File: config.mk
export PLATFORM = sky130hd
export DESIGN_NAME = ndh_fifo
export DESIGN_NICKNAME = d
export VERILOG_FILES = /design/src/rtl/core/ndh_fifo.sv
export SDC_FILE = /design/constraint.sdc
export NUM_CORES = 1
export LEC_CHECK = 0
export ABC_AREA = 1
export BUFFER_PORTS_ARGS = -buffer_cell sky130_fd_sc_hd__buf_2
export CAP_MARGIN = 10
export CELL_PAD_IN_SITES_DETAIL_PLACEMENT = 0
export CELL_PAD_IN_SITES_GLOBAL_PLACEMENT = 1
export CORE_MARGIN = 1.5
export CORE_UTILIZATION = 40
export DETAILED_ROUTE_END_ITERATION = 10
export PLACE_DENSITY_LB_ADDON = 0.25
export SYNTH_ARGS = -nofsm -noshare
export SYNTH_HDL_FRONTEND = slang
export SYNTH_SLANG_ARGS = --single-unit
File: constraint.sdc
create_clock -name clk_i -period 1.9 [get_ports clk_i]
set_input_delay 0.19 -clock clk_i [delete_from_list [all_inputs] [get_ports clk_i]]
set_output_delay 0.19 -clock clk_i [all_outputs]
set_load 0.005 [all_outputs]
File: src/rtl/core/ndh_fifo.sv
// ----------------------------------------------------------------------------
// ndh_fifo
// Short queue that decouples the classifying front from the probing back.
// ----------------------------------------------------------------------------
module ndh_fifo #(
  parameter int unsigned WIDTH = 8,
  parameter int unsigned DEPTH = 2
) (
  input  logic             clk_i,
  input  logic             rst_ni,
  input  logic             push_i,
  input  logic [WIDTH-1:0] wdata_i,
  input  logic             pop_i,
  output logic [WIDTH-1:0] rdata_o,
  output logic             full_o,
  output logic             empty_o
);

  localparam int unsigned PW = (DEPTH > 1) ? $clog2(DEPTH) : 1;

  logic [WIDTH-1:0] mem_q [DEPTH];
  logic [PW-1:0]    wptr_q, wptr_d, rptr_q, rptr_d;
  logic [PW:0]      cnt_q, cnt_d;
  logic             do_push, do_pop;

  assign full_o  = (cnt_q == (PW+1)'(DEPTH));
  assign empty_o = (cnt_q == '0);
  assign do_push = push_i && !full_o;
  assign do_pop  = pop_i && !empty_o;
  assign rdata_o = mem_q[rptr_q];

  always_comb begin
    wptr_d = wptr_q;
    rptr_d = rptr_q;
    cnt_d  = cnt_q;
    if (do_push) begin
      wptr_d = (wptr_q == PW'(DEPTH - 1)) ? '0 : wptr_q + PW'(1);
    end
    if (do_pop) begin
      rptr_d = (rptr_q == PW'(DEPTH - 1)) ? '0 : rptr_q + PW'(1);
    end
    if (do_push && !do_pop) begin
      cnt_d = cnt_q + (PW+1)'(1);
    end else if (do_pop && !do_push) begin
      cnt_d = cnt_q - (PW+1)'(1);
    end
  end

  always_ff @(posedge clk_i or negedge rst_ni) begin
    if (!rst_ni) begin
      wptr_q <= '0;
      rptr_q <= '0;
      cnt_q  <= '0;
    end else begin
      wptr_q <= wptr_d;
      rptr_q <= rptr_d;
      cnt_q  <= cnt_d;
    end
  end

  always_ff @(posedge clk_i) begin
    if (do_push) begin
      mem_q[wptr_q] <= wdata_i;
    end
  end

endmodule

==> qor.yml <==
critical_path:
  cp.required_ps: 1910
  r2r-start: "cnt_q[1]"
  reg2reg_slack_ps: 450
  critPathKind: "reg -> reg"
  r2r-end: "mem_q[1][4]"
  endpoint_kind: "flop"
  rr_worst_depth: 4
  path_max_fanout: 5
  start_kind: "flop"
  arrival_ps: 1470
clock_tree:
  cts_tree: "done"
  cts-root-buf: "clkbuf_4"
  clkTransAtPathRegs_ps: 110
  cts_buffers: 3
  ctsHtreeMaxLevel: 1
  post_cts_buffers: 0
  clock_path_buffers: 2
  clk_latency_ps: 290
  clock-sinks: 20
power:
  power_frac_comb: 0.342
  swShare: 0.345
  p_int_mw: 0.890
  vdd_drop_max_uv: 629
  power_frac_clock: 0.148
  p_switching_mw: 0.469
  power_density_nw_per_um2: 1380
  p_seq_frac: 0.510
  leakagePower_nw: 0.469
layout:
  layout_common_cells: "nand2_1 (33), buf_2 (21), edfxtp_1 (16)"
  syn2layout_area_growth_pct: 21.9
  nFillCells: 187
  ff_latch_area_sq_um: 581
  layout_commonest_cell: "nand2_1"
  final_util: 0.508
  nNetsFinal: 113
  antennaDiodeCount: 0
  multi_input_area_sq_um: 194
  drive_above_1_share: 0.283
global_route:
  grt_overflow: 0
  grt_max_degree: 12
  antenna_found_initial: 0
  grt_pass1_vias: 417
  grt_pass1_wl_um: 1780
  grt_usage: 0.119
sta:
  finalCritPeriodShare: 0.765
  grt_setup_unrepaired: "false"
  holdWs_ps: 78.2
  clock_skew_ps: 6.53
  setup_viol: 0
  relSlewSlack: 0.767
  fin_ws_ps: 446
  hold_viol: 0
  worst_pin_slew_ps: 349
  period_needed_ps: 1450
  fmax_mhz: 688
  slew_violations: 0
  fin_tns_setup_ps: 0
routing:
  drt_iter0_markers: 10
  routed_wl_um: 1220
  drc_errors: 0
  routed-via-count: 549
  dr.pass1.iters: 4
  wire_per_inst_um: 9.67
  postRouteAntennaNets: 0
  via_per_inst: 4.36
placed_design:
  gp_congestion: 0.732
  portBuffers: 21
  place_ws_ps: 439
  hpwl_um: 895
synthesis:
  synth_cell_type_count: 14
  synth.avg_cell_area_sq_um: 11.1
  syn-cell-area_sq_um: 810
  syn_nets: 86
  seq_area_frac_synth: 0.717
  synth_seq_cells: 20
  synth_cells: 73
  yosys_warnings: 0
run_status:
  status: "finished, final reports clean"
die:
  rows: 16
  fp.coreArea_sq_um: 1940
  pin_count: 22
  die_width_um: 48.0
  dieArea_sq_um: 2300
  die_y_um: 48.0
  start_util: 0.417
worst_hold_path:
  whs_endpoint: "mem_q[0][1]"
  min_path_cells: 1
  min_from: "wdata_i[1]"
  hold_class: "in -> reg"
flow_run:
  cap_violations: 0
timing repair:
item                      in CTS  in global routing
resized for setup              0                  0
hold buffers                   1                  0
hold endpoints to repair       4                  0
metal layers:
layer  vias up  global-route usage  wire length, um
li1        289                   -                -
met1       241               0.157              550
met2        17               0.171              579
met3         2              0.0415               82
met4         0              0.0649                8
met5         -                   0                0
flip-flops by register name, summed over array words and instances (netlist names):
name	flops
cnt_q	2
mem_q	16
rptr_q	1
wptr_q	1
through the flow:
stage | instance area [sq um] | instances | total power [mW]
floorplan | 810 | 73 | 0.989
global placement | 951 | 121 | 1.17
detailed placement | 951 | 121 | 1.18
CTS | 987 | 126 | 1.38
global route | 987 | 126 | 1.49
finish | 987 | 126 | 1.36
cell type report:
cell class                 instances  area share
inverter                           8      0.0304
sequential                        20       0.588
timing repair buffer              23       0.124
tap                               27      0.0342
multi-input combinational         44       0.196
clock buffer                       4      0.0266
cells by family (layout without fill, tap and decap cells):
| logic type | count (synthesis) | count (layout) | synth area share |
|---|---|---|---|
| buffers and inverters | 9 | 35 | 0.0433 |
| xor gates and xnor gates | 1 | 1 | 0.0108 |
| adders and majority gates | 1 | 1 | 0.0155 |
| AOI/OAI and AO/OA | 2 | 2 | 0.0124 |
| and+or+nand+nor | 40 | 40 | 0.201 |
| DFF | 20 | 20 | 0.717 |
power groups by stage:
stage	clock network, mW	registers, mW	logic (mW)
final	0.201	0.693	0.465
after global routing	0.229	0.709	0.551
after CTS	0.208	0.695	0.476
after detailed placement	0	0.704	0.475
after global placement	0	0.703	0.472
after floorplan	0	0.661	0.328
worst max-delay path: stages, from the launching register on:
cell and delay, ps:
dfrtp_1 420, inv_1 120, o21ai_0 130, nor2_1 300, buf_4 210
synth_stat cells, drive strengths merged:
master  count  share of area
inv         8          0.037
nor2        4          0.025
nand4       1         0.0077
buf         1         0.0062
o21ai       2          0.012
dfrtp       4           0.12
ha          1          0.015
nand3b      1         0.0093
nand3       1         0.0062
xnor2       1          0.011
edfxtp     16           0.59
nand2      33           0.15
how the worst max path moves through the flow:
| stage | start | end | slack, ps | cells after the start |
|---|---|---|---|---|
| floorplan | cnt_q[1] | mem_q[1][0] | 580 | 3 |
| global placement | cnt_q[1] | mem_q[1][2] | 460 | 4 |
| detailed placement | cnt_q[1] | mem_q[1][2] | 440 | 4 |
| CTS | rptr_q | rdata_o[2] | 410 | 4 |
| global route | cnt_q[1] | mem_q[1][1] | 310 | 4 |
| finish | cnt_q[1] | mem_q[1][4] | 450 | 4 |
Note: power is estimated with default switching activity, not from simulation.
