--- config.mk ---
export PLATFORM = sky130hd
export DESIGN_NAME = ndh_front
export DESIGN_NICKNAME = d
export VERILOG_FILES = /design/src/rtl/core/ndh_pkg.sv /design/src/rtl/core/ndh_front.sv
export SDC_FILE = /design/constraint.sdc
export NUM_CORES = 1
export LEC_CHECK = 0
export BUFFER_PORTS_ARGS = -buffer_cell sky130_fd_sc_hd__buf_2
export CORE_UTILIZATION = 52
export DETAILED_ROUTE_END_ITERATION = 10
export PLACE_DENSITY = 0.88
export SYNTH_ARGS = -nofsm -noshare
export SYNTH_HDL_FRONTEND = slang
export SYNTH_SLANG_ARGS = --single-unit
--- constraint.sdc ---
create_clock -name clk_i -period 7.2 [get_ports clk_i]
set_clock_uncertainty 0.2 [all_clocks]
set_input_delay 1.8 -clock clk_i [delete_from_list [all_inputs] [get_ports clk_i]]
set_output_delay 1.8 -clock clk_i [all_outputs]
set_load 0.02 [all_outputs]
--- src/rtl/core/ndh_pkg.sv ---
// ----------------------------------------------------------------------------
// ndh_pkg
// Shared constants, codes and types of the neighbor deduplication block.
// ----------------------------------------------------------------------------
package ndh_pkg;

  localparam int unsigned DEF_NODE_BITS  = 20;
  localparam int unsigned DEF_HASH_BITS  = 12;
  localparam int unsigned DEF_EDGE_BITS  = 32;
  localparam int unsigned DEF_HASH_PRIME = 37;

  localparam int unsigned MIN_TABLE_BITS = 5;
  localparam int unsigned TBITS_W        = 4;
  localparam int unsigned SHIFT_W        = 5;
  localparam int unsigned OFFSET_BITS    = 20;
  localparam int unsigned PEAK_BITS      = 13;
  localparam int unsigned CFG_IDX_BITS   = 2;
  localparam int unsigned CFG_DATA_BITS  = 20;
  localparam int unsigned QUEUE_DEPTH    = 2;

  localparam logic [TBITS_W-1:0]   TABLE_BITS_RESET = 4'd12;
  localparam logic [PEAK_BITS-1:0] PEAK_MAX         = 13'h1FFF;

  typedef enum logic [1:0] {
    OP_BEGIN  = 2'd0,
    OP_CAND   = 2'd1,
    OP_FINISH = 2'd2
  } cmd_e;

  typedef enum logic [1:0] {
    KIND_START   = 2'd0,
    KIND_EDGE    = 2'd1,
    KIND_SUMMARY = 2'd2
  } kind_e;

  typedef enum logic [CFG_IDX_BITS-1:0] {
    REG_TABLE_BITS  = 2'd0,
    REG_NODE_OFFSET = 2'd1,
    REG_BASE_VALUE  = 2'd2
  } cfg_reg_e;

  typedef struct packed {
    logic load;
    logic value;
  } base_load_t;

endpackage

--- src/rtl/core/ndh_front.sv ---
// ----------------------------------------------------------------------------
// ndh_front
// Configuration registers, item classification, hashing and index translation.
// ----------------------------------------------------------------------------
module ndh_front #(
  parameter int unsigned NODE_BITS  = ndh_pkg::DEF_NODE_BITS,
  parameter int unsigned HASH_BITS  = ndh_pkg::DEF_HASH_BITS,
  parameter int unsigned HASH_PRIME = ndh_pkg::DEF_HASH_PRIME
) (
  input  logic                               clk_i,
  input  logic                               rst_ni,
  input  logic                               cfg_valid_i,
  output logic                               cfg_ready_o,
  input  logic [ndh_pkg::CFG_IDX_BITS-1:0]   cfg_index_i,
  input  logic [ndh_pkg::CFG_DATA_BITS-1:0]  cfg_data_i,
  input  logic                               in_valid_i,
  output logic                               in_ready_o,
  input  logic [1:0]                         command_i,
  input  logic [NODE_BITS-1:0]               node_i,
  input  logic                               full_i,
  input  logic                               busy_i,
  output logic                               push_o,
  output logic [1:0]                         op_o,
  output logic [NODE_BITS-1:0]               node_o,
  output logic [HASH_BITS-1:0]               hash_o,
  output logic signed [NODE_BITS:0]          xlat_o,
  output logic [HASH_BITS-1:0]               mask_o,
  output ndh_pkg::base_load_t                base_load_o
);

  import ndh_pkg::*;

  localparam int unsigned TW = ((NODE_BITS > OFFSET_BITS) ? NODE_BITS : OFFSET_BITS) + 2;
  localparam logic [NODE_BITS-1:0] NODE_MASK = '1;
  localparam logic [HASH_BITS-1:0] PRIME_LO  = HASH_BITS'(HASH_PRIME);

  logic [TBITS_W-1:0]     tbits_q;
  logic [OFFSET_BITS-1:0] offset_q;
  logic                   base_q;
  logic [SHIFT_W-1:0]     tb_ext, eff_bits;
  logic [HASH_BITS-1:0]   prod;
  logic signed [TW-1:0]   diff, clip;
  logic                   keep;

  assign cfg_ready_o = 1'b1;

  always_ff @(posedge clk_i or negedge rst_ni) begin
    if (!rst_ni) begin
      tbits_q  <= TABLE_BITS_RESET;
      offset_q <= '0;
      base_q   <= 1'b0;
    end else if (cfg_valid_i) begin
      case (cfg_index_i)
        REG_TABLE_BITS:  tbits_q  <= cfg_data_i[TBITS_W-1:0];
        REG_NODE_OFFSET: offset_q <= cfg_data_i[OFFSET_BITS-1:0];
        REG_BASE_VALUE:  base_q   <= cfg_data_i[0];
        default: ;
      endcase
    end
  end

  assign base_load_o.load  = cfg_valid_i && (cfg_index_i == REG_BASE_VALUE);
  assign base_load_o.value = cfg_data_i[0];

  // clamp the table size to the range the table supports
  always_comb begin
    tb_ext = SHIFT_W'(tbits_q);
    if (tb_ext < SHIFT_W'(MIN_TABLE_BITS)) begin
      eff_bits = SHIFT_W'(MIN_TABLE_BITS);
    end else if (tb_ext > SHIFT_W'(HASH_BITS)) begin
      eff_bits = SHIFT_W'(HASH_BITS);
    end else begin
      eff_bits = tb_ext;
    end
  end

  assign mask_o = ~({HASH_BITS{1'b1}} << eff_bits);
  assign prod   = HASH_BITS'(node_i) * PRIME_LO;
  assign hash_o = prod & mask_o;

  // translate and saturate the neighbor index
  always_comb begin
    diff = $signed(TW'(node_i)) - $signed(TW'(offset_q)) + $signed(TW'(base_q));
    clip = (diff > $signed(TW'(NODE_MASK))) ? $signed(TW'(NODE_MASK)) : diff;
  end

  assign xlat_o = clip[NODE_BITS:0];

  // drop unknown commands and begins with no vertex
  always_comb begin
    case (command_i)
      OP_BEGIN:  keep = (node_i != NODE_MASK);
      OP_CAND:   keep = 1'b1;
      OP_FINISH: keep = 1'b1;
      default:   keep = 1'b0;
    endcase
  end

  assign in_ready_o = !full_i && !busy_i;
  assign push_o     = in_valid_i && in_ready_o && keep;
  assign op_o       = command_i;
  assign node_o     = node_i;

endmodule

==> metrics.txt <==
core area 0.00777 mm2; Leakage Power 2.35 nW; worst slew pin tran 0.951 ns; total power 1.14 mW; row cnt 32; die width 92.0 um; ys async rst share 100%; Setup crit start kind input pin; Setup-failing EPs final 0; top_reg_cell synth dfrtp_1; maximum vdd drop 147 uV; Synth Area per Inst 8.14 um2; post-synth cell types 71; first-pass GRT wire length 16,000 um; largest family of logic cells by synthesized area simple AND/OR/NAND/NOR gates; clk sinks 25; Synth Cell Area 0.00421 mm2; post-synthesis xor/xnor area fraction 7.46%; Int Power 552 uW; clock power share 6.9%; outcome finished clean; Num CTS Buffers 3; Slew Limit Headroom 36.4%; Cells after Synth 517; Tmin final 6.93 ns; clock buffer depth 2; DRT Pass-1 Iters 5; DRC Markers 0; die area 0.00846 mm2; GPL Wtd Cong 0.934; nets 701; Area growth syn-to-layout 11.1%; Adder-Cell Fraction of Synth Area 17.9%; number of flops mapped to enable cells by yosys 0; post-synthesis sequential area ratio 14.9%; final antenna-violating net count 0; top cell type's share of synthesized area 14.6%; crit share post-route 96.3%; unrepaired setup endpoints after global routing false; WL/cell 14.0 um; PortBufs 115; Worst-Skew Late Latency 0.26 ns; Post-Synth Simple-Gate Area 21.6%; antenna violations before repair 0; count leader, synth inv_1; Antenna Cells 0; CTS tree done; DR iter-0 viols 229; I/O pin total 122; top post-synthesis cells by count 64 x inv_1, 49 x ha_1, 34 x buf_4; vias in the first global route 3,583; DIE HEIGHT 92.0 um; CTS H-tree depth 1; Yosys warnings 0; clock transition at the registers of the reported paths 0.08 ns; max-cap viol count 0; Sw Share 51.8%; all-layer global routing usage 22.9%; Routed WL 9750 um; synthesis-stage register bit count 25; final hold viol count 0; Psw 592 uW; Hold WC Path Type flip-flop to flip-flop; Reg power frac 16.7%; GR Overflow Total 0; share of cells above drive strength 1 31.8%; Setup TNS 0 ns; arrival time worst endpoint 4.93 ns; Final HPWL DP 8330 um; Worst EP required 5.20 ns; Final Max Slew Viols 0; largest net degree at the start of global routing 26; biggest area consumer among synthesized cells ha_1; Initial Util 54.2%; Hold-fix buffers, CTS 0; Clock Tree Root clkbuf_8; Power Density 245 mW/mm2; Highest Clock Rate 0.144 GHz; top post-synthesis cells by area ha_1 15%, dfrtp_1 14%, mux2_2 6.7%; multiplexer share of the synthesized area 7.16%; Vias/cell 5.54; Setup CP Type input pin to output pin; post-synthesis compound-gate area fraction 17.5%; type of destination of the critical path output pin; Gate power share 76.4%; via count 3,854; CP max FO 18
-- cells in the final DEF (no fill, tap or decap), types with 3 or more instances in the layout --
cell      instances
a21o_1            4
a21oi_1          32
and2_1           15
and3_1            6
and3_4            3
buf_2           115
clkbuf_8          3
conb_1            6
dfrtp_1          23
fa_1              7
ha_1             49
inv_1            64
mux2_2           25
nand2_1          32
nand2_2          11
nand2b_1          6
nand3_1          13
nand4_1          11
nor2_1           28
nor3_1            8
o211ai_1          3
o21a_1            5
o21ai_0          12
o21ai_1           6
o21ai_2           3
o21bai_1          6
o31a_1            3
o31ai_2           3
or2_2             3
or4_1             4
xnor2_1          26
xor2_1            8
-- critical path: stages --
cell	delay, ns
buf_2	0.14
inv_1	0.06
ha_1	0.22
fa_1	0.38
nand2b_1	0.24
a21oi_2	0.31
or3_1	0.16
nand4_1	0.15
nor3_2	0.31
and3_2	0.32
nor3_4	0.07
o2111ai_4	0.19
buf_4	0.28
o21ai_0	0.12
buf_2	0.17
-- routing by layer --
layer  GRT usage (%)  up-vias  part of all wire, %
met2            40.4      134                   49
met1            30.4     1794                   45
met3            1.66       12                  4.9
li1                -     1914                    -
met4            4.95        0                  1.1
met5               0        -                    0
-- logic make-up after synthesis --
kind of cell	after synthesis
flip-flops	25
AO/OA/AOI/OAI	101
buffers and inverters	112
adder cells (fa/ha/maj)	56
multiplexers	27
XOR/XNOR	35
AND/OR/NAND/NOR	160
other	1
-- power groups by stage --
stage	sequential [mW]	clock (mW)	combinational [mW]
finish	0.191	0.0787	0.874
global route	0.194	0.0876	0.957
CTS	0.191	0.0829	0.866
global placement	0.191	0	0.837
detailed placement	0.194	0	0.862
floorplan	0.182	0	0.678
-- worst paths after layout --
path	startpoint	depth (start not counted)	endpoint	slack, ns
setup / recovery	node_i[0]	15	xlat_o[4]	0.27
hold / removal	offset_q[5]$_DFFE_PN0P_	1	offset_q[5]$_DFFE_PN0P_	0.31
setup reg to reg	offset_q[1]$_DFFE_PN0P_	1	offset_q[1]$_DFFE_PN0P_	6.16
hold reg to reg	offset_q[5]$_DFFE_PN0P_	1	offset_q[5]$_DFFE_PN0P_	0.31
max in group asynchronous	rst_ni	1	tbits_q[2]$_DFFE_PN1P_	5.10
min in group asynchronous	rst_ni	1	offset_q[19]$_DFFE_PN0P_	1.32
-- metrics by stage --
stage	setup WS, ns	instances	utilization (%)	hold slack (ns)	instance area, um2
CTS	0.211	696	60.0	0.316	4660
floorplan	0.848	522	-	0.279	4230
finish	0.266	696	60.2	0.313	4680
global placement	0.338	692	59.4	0.290	4620
detailed placement	0.210	692	59.4	0.297	4620
global route	0.0398	696	60.2	0.339	4680
-- repair_timing --
item,4_1_cts,5_1_grt
gates resized for setup,0,4
buffers inserted,0,0
endpoints found under the setup margin,0,6
-- registers in the layout, summed over array words and instances (netlist names) --
signal    flops
base_q        1
tbits_q       4
offset_q     20
-- cell type report --
cell class / instances / area (um2)
clock buffers: 4 / 45.0
fillers: 695 / 3090
inverters: 64 / 240
multi-input cells: 385 / 3050
flip-flops and latches: 25 / 628
well taps: 102 / 128
repair buffers: 116 / 583
No activity file was read; power rests on OpenSTA's default activity.
